## config.mk

```make
export PLATFORM = sky130hd
export DESIGN_NAME = acwg_front
export DESIGN_NICKNAME = d
export VERILOG_FILES = /design/src/hw/rtl/acwg_pkg.sv /design/src/hw/rtl/acwg_front.sv
export SDC_FILE = /design/constraint.sdc
export NUM_CORES = 1
export LEC_CHECK = 0
export BUFFER_PORTS_ARGS = -buffer_cell sky130_fd_sc_hd__buf_2
export CAP_MARGIN = 30
export CELL_PAD_IN_SITES_DETAIL_PLACEMENT = 0
export CELL_PAD_IN_SITES_GLOBAL_PLACEMENT = 1
export CORE_MARGIN = 2
export CORE_UTILIZATION = 43
export DETAILED_ROUTE_END_ITERATION = 8
export GPL_TIMING_DRIVEN = 0
export PLACE_DENSITY_LB_ADDON = 0.1
export SLEW_MARGIN = 0
export SYNTH_ARGS = -nofsm -noshare
export SYNTH_HDL_FRONTEND = slang
export SYNTH_SLANG_ARGS = --single-unit
```

## constraint.sdc

```tcl
create_clock -name i_clk -period 4.8 [get_ports i_clk]
set_input_delay 1.44 -clock i_clk [delete_from_list [all_inputs] [get_ports i_clk]]
set_output_delay 1.44 -clock i_clk [all_outputs]
set_load 0.005 [all_outputs]
```

## src/hw/rtl/acwg_pkg.sv

```systemverilog
// acwg_pkg: shared types and constants of the approximate weight-gradient block
// no dependencies; imported by every module of the block but acwg_ram
`timescale 1ns / 1ps
`default_nettype none
package acwg_pkg;

    // operation carried by one input transfer
    typedef enum logic [1:0] {
        OP_SAMPLE = 2'd0,
        OP_PATCH  = 2'd1,
        OP_READ   = 2'd2,
        OP_CLEAR  = 2'd3
    } t_op;

    // classified item passed from the front queue to the back end
    typedef struct packed {
        t_op                op;
        logic signed [31:0] value;
        logic               last;
        logic [10:0]        addr;
    } t_item;

    // configuration port
    localparam int CFG_IW = 3;
    localparam int CFG_DW = 11;
    localparam logic [CFG_IW-1:0] CFG_MAP_WIDTH   = 3'd0;
    localparam logic [CFG_IW-1:0] CFG_CONV_STRIDE = 3'd1;
    localparam logic [CFG_IW-1:0] CFG_FILTER_ROWS = 3'd2;
    localparam logic [CFG_IW-1:0] CFG_FILTER_COLS = 3'd3;
    localparam logic [CFG_IW-1:0] CFG_CHANNELS    = 3'd4;

    // front queue
    localparam int QDEPTH = 2;

    // arithmetic widths
    localparam int PROD_W    = 76;   // |peak| * |sum|
    localparam int DVS_W     = 33;   // |peak + eps|
    localparam int QCNT_W    = 7;
    localparam int MUL_STEPS = 44;   // bits of |sum|
    localparam int SZW       = 14;   // patch size
    localparam int BATCH_SHIFT = 7;  // batch of 128
    localparam logic signed [32:0] EPS_Q16 = 33'sd655;
    localparam logic signed [47:0] W48_MAX = 48'sh7FFF_FFFF_FFFF;
    localparam logic signed [47:0] W48_MIN = 48'sh8000_0000_0000;

    // back-end sequencer states
    typedef enum logic [3:0] {
        ST_CLEAR,
        ST_IDLE,
        ST_W_START,
        ST_W_MUL,
        ST_W_DIV,
        ST_W_WAIT,
        ST_L_DIV,
        ST_L_WAIT,
        ST_EMIT,
        ST_P_A,
        ST_P_B,
        ST_P_C,
        ST_P_D,
        ST_R_OUT
    } t_state;

endpackage
`default_nettype wire

```

## src/hw/rtl/acwg_front.sv

```systemverilog
// acwg_front: accepts input transfers, classifies them and queues them
// depends on acwg_pkg
`timescale 1ns / 1ps
`default_nettype none
module acwg_front
    import acwg_pkg::*;
(
    input  wire         i_clk,
    input  wire         i_rst_n,
    input  wire         i_hold,
    input  wire         s_axis_tvalid,
    output logic        s_axis_tready,
    input  wire [47:0]  s_axis_tdata,   // sample_value[31:0], entry_addr[42:32]
    input  wire [1:0]   s_axis_tuser,   // func[1:0]
    input  wire         s_axis_tlast,   // map_last
    output logic        o_item_valid,
    output t_item       o_item,
    input  wire         i_item_ready
);
    localparam int QAW = (QDEPTH > 1) ? $clog2(QDEPTH) : 1;

    t_item            r_q [QDEPTH];
    logic [QAW-1:0]   r_wp;
    logic [QAW-1:0]   r_rp;
    logic [QAW:0]     r_cnt;
    t_item            w_in;
    logic             w_push;
    logic             w_pop;

    // decode the transfer into an item
    always_comb begin
        w_in.op    = t_op'(s_axis_tuser);
        w_in.value = s_axis_tdata[31:0];
        w_in.last  = s_axis_tlast;
        w_in.addr  = s_axis_tdata[42:32];
    end

    assign s_axis_tready = !i_hold && (r_cnt != (QAW+1)'(QDEPTH));
    assign w_push        = s_axis_tvalid && s_axis_tready;
    assign o_item_valid  = r_cnt != '0;
    assign w_pop         = o_item_valid && i_item_ready;
    assign o_item        = r_q[r_rp];

    // queue pointers
    always_ff @(posedge i_clk) begin
        if (!i_rst_n) begin
            r_wp  <= '0;
            r_rp  <= '0;
            r_cnt <= '0;
        end else begin
            if (w_push) begin
                r_wp <= (r_wp == QAW'(QDEPTH - 1)) ? '0 : r_wp + 1'b1;
            end
            if (w_pop) begin
                r_rp <= (r_rp == QAW'(QDEPTH - 1)) ? '0 : r_rp + 1'b1;
            end
            if (w_push && !w_pop) begin
                r_cnt <= r_cnt + 1'b1;
            end else if (w_pop && !w_push) begin
                r_cnt <= r_cnt - 1'b1;
            end
        end
    end

    // queue storage
    always_ff @(posedge i_clk) begin
        if (w_push) begin
            r_q[r_wp] <= w_in;
        end
    end
endmodule
`default_nettype wire

```

==> results.py <==
metrics = {
    "logic_synthesis": {
        "synth_seq_area_share_pct": 80.5,
        "yosysWarningCount": 0,
        "ys_seq_elements": 97,
        "synthCells": 168,
        "syn_avg_cell_area_um2": 21.2,
        "synth_area_um2": 3560,
        "synth_nets": 225,
        "synth_cell_types": 20,
    },
    "worst_setup_path": {
        "cp-endpoint": "s_axis_tready",
        "worst-endpoint-required_ns": 3.36,
        "worst-r2r-cell-count": 4,
        "critical_path.top_delay_family": "buffers and inverters",
        "crit_chain": "buf_2 > nor2_1 > buf_2",
        "max_stage_delay_ns": 0.11,
        "worst-path-buf-inv": 2,
        "crit_path_top_delay_cell": "buf_2",
        "r2r_start": "r_cnt[0]",
        "reg2reg_setup_slack_ns": 2.73,
        "crit-reg2reg-capture": "r_q[0][30]",
        "worstSetupStartpointType": "input pin",
        "cp_common_cell": "buf_2",
        "critPathArrivalTime_ns": 1.74,
        "startpoint": "i_hold",
        "end_kind": "output port",
        "cp_num_cells": 3,
        "critPathMaxFanout": 2,
        "worstSetupPathType": "in2out",
    },
    "sta": {
        "slew_violations": 0,
        "worstMarginPinSlew_ns": 0.723,
        "max_clock_freq_mhz": 315,
        "min_period_ns": 3.18,
        "fin_crit_sh_pct": 66.2,
        "relSlewSlack_pct": 51.7,
        "hold_viol": 0,
        "fin_skew_ns": 0.0112,
        "setup_tns_ns": 0,
        "setup_viol": 0,
        "rsz0062_at_grt": "false",
    },
    "finish": {
        "antennaDiodeCount": 0,
        "final_cell_count_no_fill": 389,
        "nFillCells": 719,
        "syn_to_final_growth_pct": 24.1,
        "finalNetCount": 336,
        "final_core_util_pct": 54.3,
        "final_layout_size_suffix_gt1_share_pct": 59.5,
    },
    "clocking": {
        "htree_levels": 3,
        "cts_tree": "built",
        "clock_latency_ns": 0.36,
        "post-cts-setup-buffer-count": 0,
        "clockBufferDepth": 2,
        "cts_hold_buf": 0,
        "cts_resized": 0,
        "numClockSinks": 97,
        "clockRootBuffer": "clkbuf_8",
        "path_clk_slew_ns": 0.08,
        "cts_made_buffers": 9,
    },
    "placed_design": {
        "numPortBuffers": 98,
        "dp_cells": 373,
        "hpwlAfterDp_mm": 3.92,
        "gp_congestion": 0.621,
    },
    "drt": {
        "vias": 1825,
        "wl_mm": 5.91,
        "wl_per_cell_um": 15.2,
        "via_per_inst": 4.69,
        "drt_drc_violations_left": 0,
        "drt-pass1-iter-count": 4,
        "antenna_left": 0,
        "drt_iter0_markers": 75,
    },
    "grt": {
        "use_met1_pct": 16.1,
        "grtUsageTotal_pct": 13.5,
        "grt_overflow": 0,
        "grt_pass1_wl_mm": 8.67,
        "busiest_layer": "met2",
        "grt_use_met3_pct": 4.79,
        "grt_antenna_before_repair": 0,
        "grt_pass1_vias": 1723,
        "grt.met2_usage_pct": 21.6,
        "grt_start_max_net_pins": 26,
    },
    "floorplanning": {
        "die_area_um2": 9020,
        "io_pins": 104,
        "initial_core_util_pct": 43.7,
        "die_h_um": 95.0,
        "dieWidth_um": 95.0,
        "row_count": 33,
        "coreArea_um2": 8130,
    },
    "pwr": {
        "ir_drop_v": 0.000239,
        "p_leak_nw": 1.63,
        "finalPower_mw": 2.03,
        "power_density_nw_per_um2": 459,
    },
    "worst_hold_path": {
        "min-delay-start": "r_cnt[1]",
        "hold_path.class": "reg2reg",
        "hold-path-cell-count": 2,
    },
    "run_status": {
        "status": "finished clean",
    },
    "job": {
        "maxCapViolations": 0,
    },
}
## cell usage after synthesis, drive strengths merged
cell type  number  area share, %
mux2           46             15
buf             5           0.98
edfxtp         92             78
mux2i           1           0.28
xnor2           2           0.49
dfxtp           5            2.8
a21boi          1           0.21
nor2b           2           0.35
ha              1           0.35
nor3b           1           0.35
o21ai           2           0.28
nor2            1           0.11
xor2            1           0.25
nand2b          1           0.18
or2             1           0.18
and2            4           0.70
or3             1           0.18
nand2           1           0.11
## area by class of cell
type	instances	area [µm²]	area share (%)
clock buffers	10	128	2.89
repair buffers	100	531	12.0
well taps	105	131	2.98
plain buffers	5	35.0	0.793
clock inverters	6	58.8	1.33
flip-flops and latches	97	2860	64.8
multi-input cells	66	669	15.2
## cell families after synthesis
| group | after synthesis | share of synthesized area, % |
|---|---|---|
| flops | 97 | 80.5 |
| mux | 47 | 14.8 |
| simple gates | 12 | 2.14 |
| compound gates | 3 | 0.492 |
| fa+ha+maj | 1 | 0.352 |
| xor+xnor | 3 | 0.739 |
| buf+inv | 5 | 0.984 |
## per-layer routing
metal	share of wire [%]	wire (µm)
met3	6.2	369
met5	0	0
met4	2.0	117
met2	49	2900
met1	43	2530
## metrics by stage
stage                     cell area [µm²]  worst slack, ns  hold WS, ns
after global placement               4180           -0.980        0.463
final                                4420             1.62        0.522
after CTS                            4420             1.62        0.525
after global routing                 4420             1.57        0.560
after floorplan                      3560            0.533        0.451
after detailed placement             4230             1.61        0.508
## flip-flops by register name, summed over array words and instances (netlist names), named ones only
signal and count:
r_wp 1, r_rp 1, r_q 92, r_cnt 2
## cells in the final DEF, fill, tap and decap left out, types with 2 or more instances in the layout
master,count
clkinvlp_4,2
clkbuf_8,9
buf_4,4
dfxtp_1,5
xnor2_1,2
buf_2,99
buf_12,2
clkinv_2,2
mux2_2,46
and2_1,3
edfxtp_1,92
## worst min path at each step
stage                     endpoint  slack [ns]
after global placement        r_wp        0.46
after floorplan               r_wp        0.45
after global routing      r_cnt[1]        0.56
final                     r_cnt[1]        0.52
after detailed placement  r_cnt[1]        0.51
after CTS                 r_cnt[1]        0.53
## tightest hold or removal path: cells and delay by family, from the launching register on
kind / cells / cell delay, ns
AOI/OAI and AO/OA: 2 / 0.14
DFF: 1 / 0.35
## report_power, final
group / switching (mW) / internal (mW) / total (mW)
Combinational: 0.216 / 0.272 / 0.488
Sequential: 0.0236 / 1.01 / 1.03
Clock: 0.268 / 0.238 / 0.506
Power figures use the tool's default switching activity.
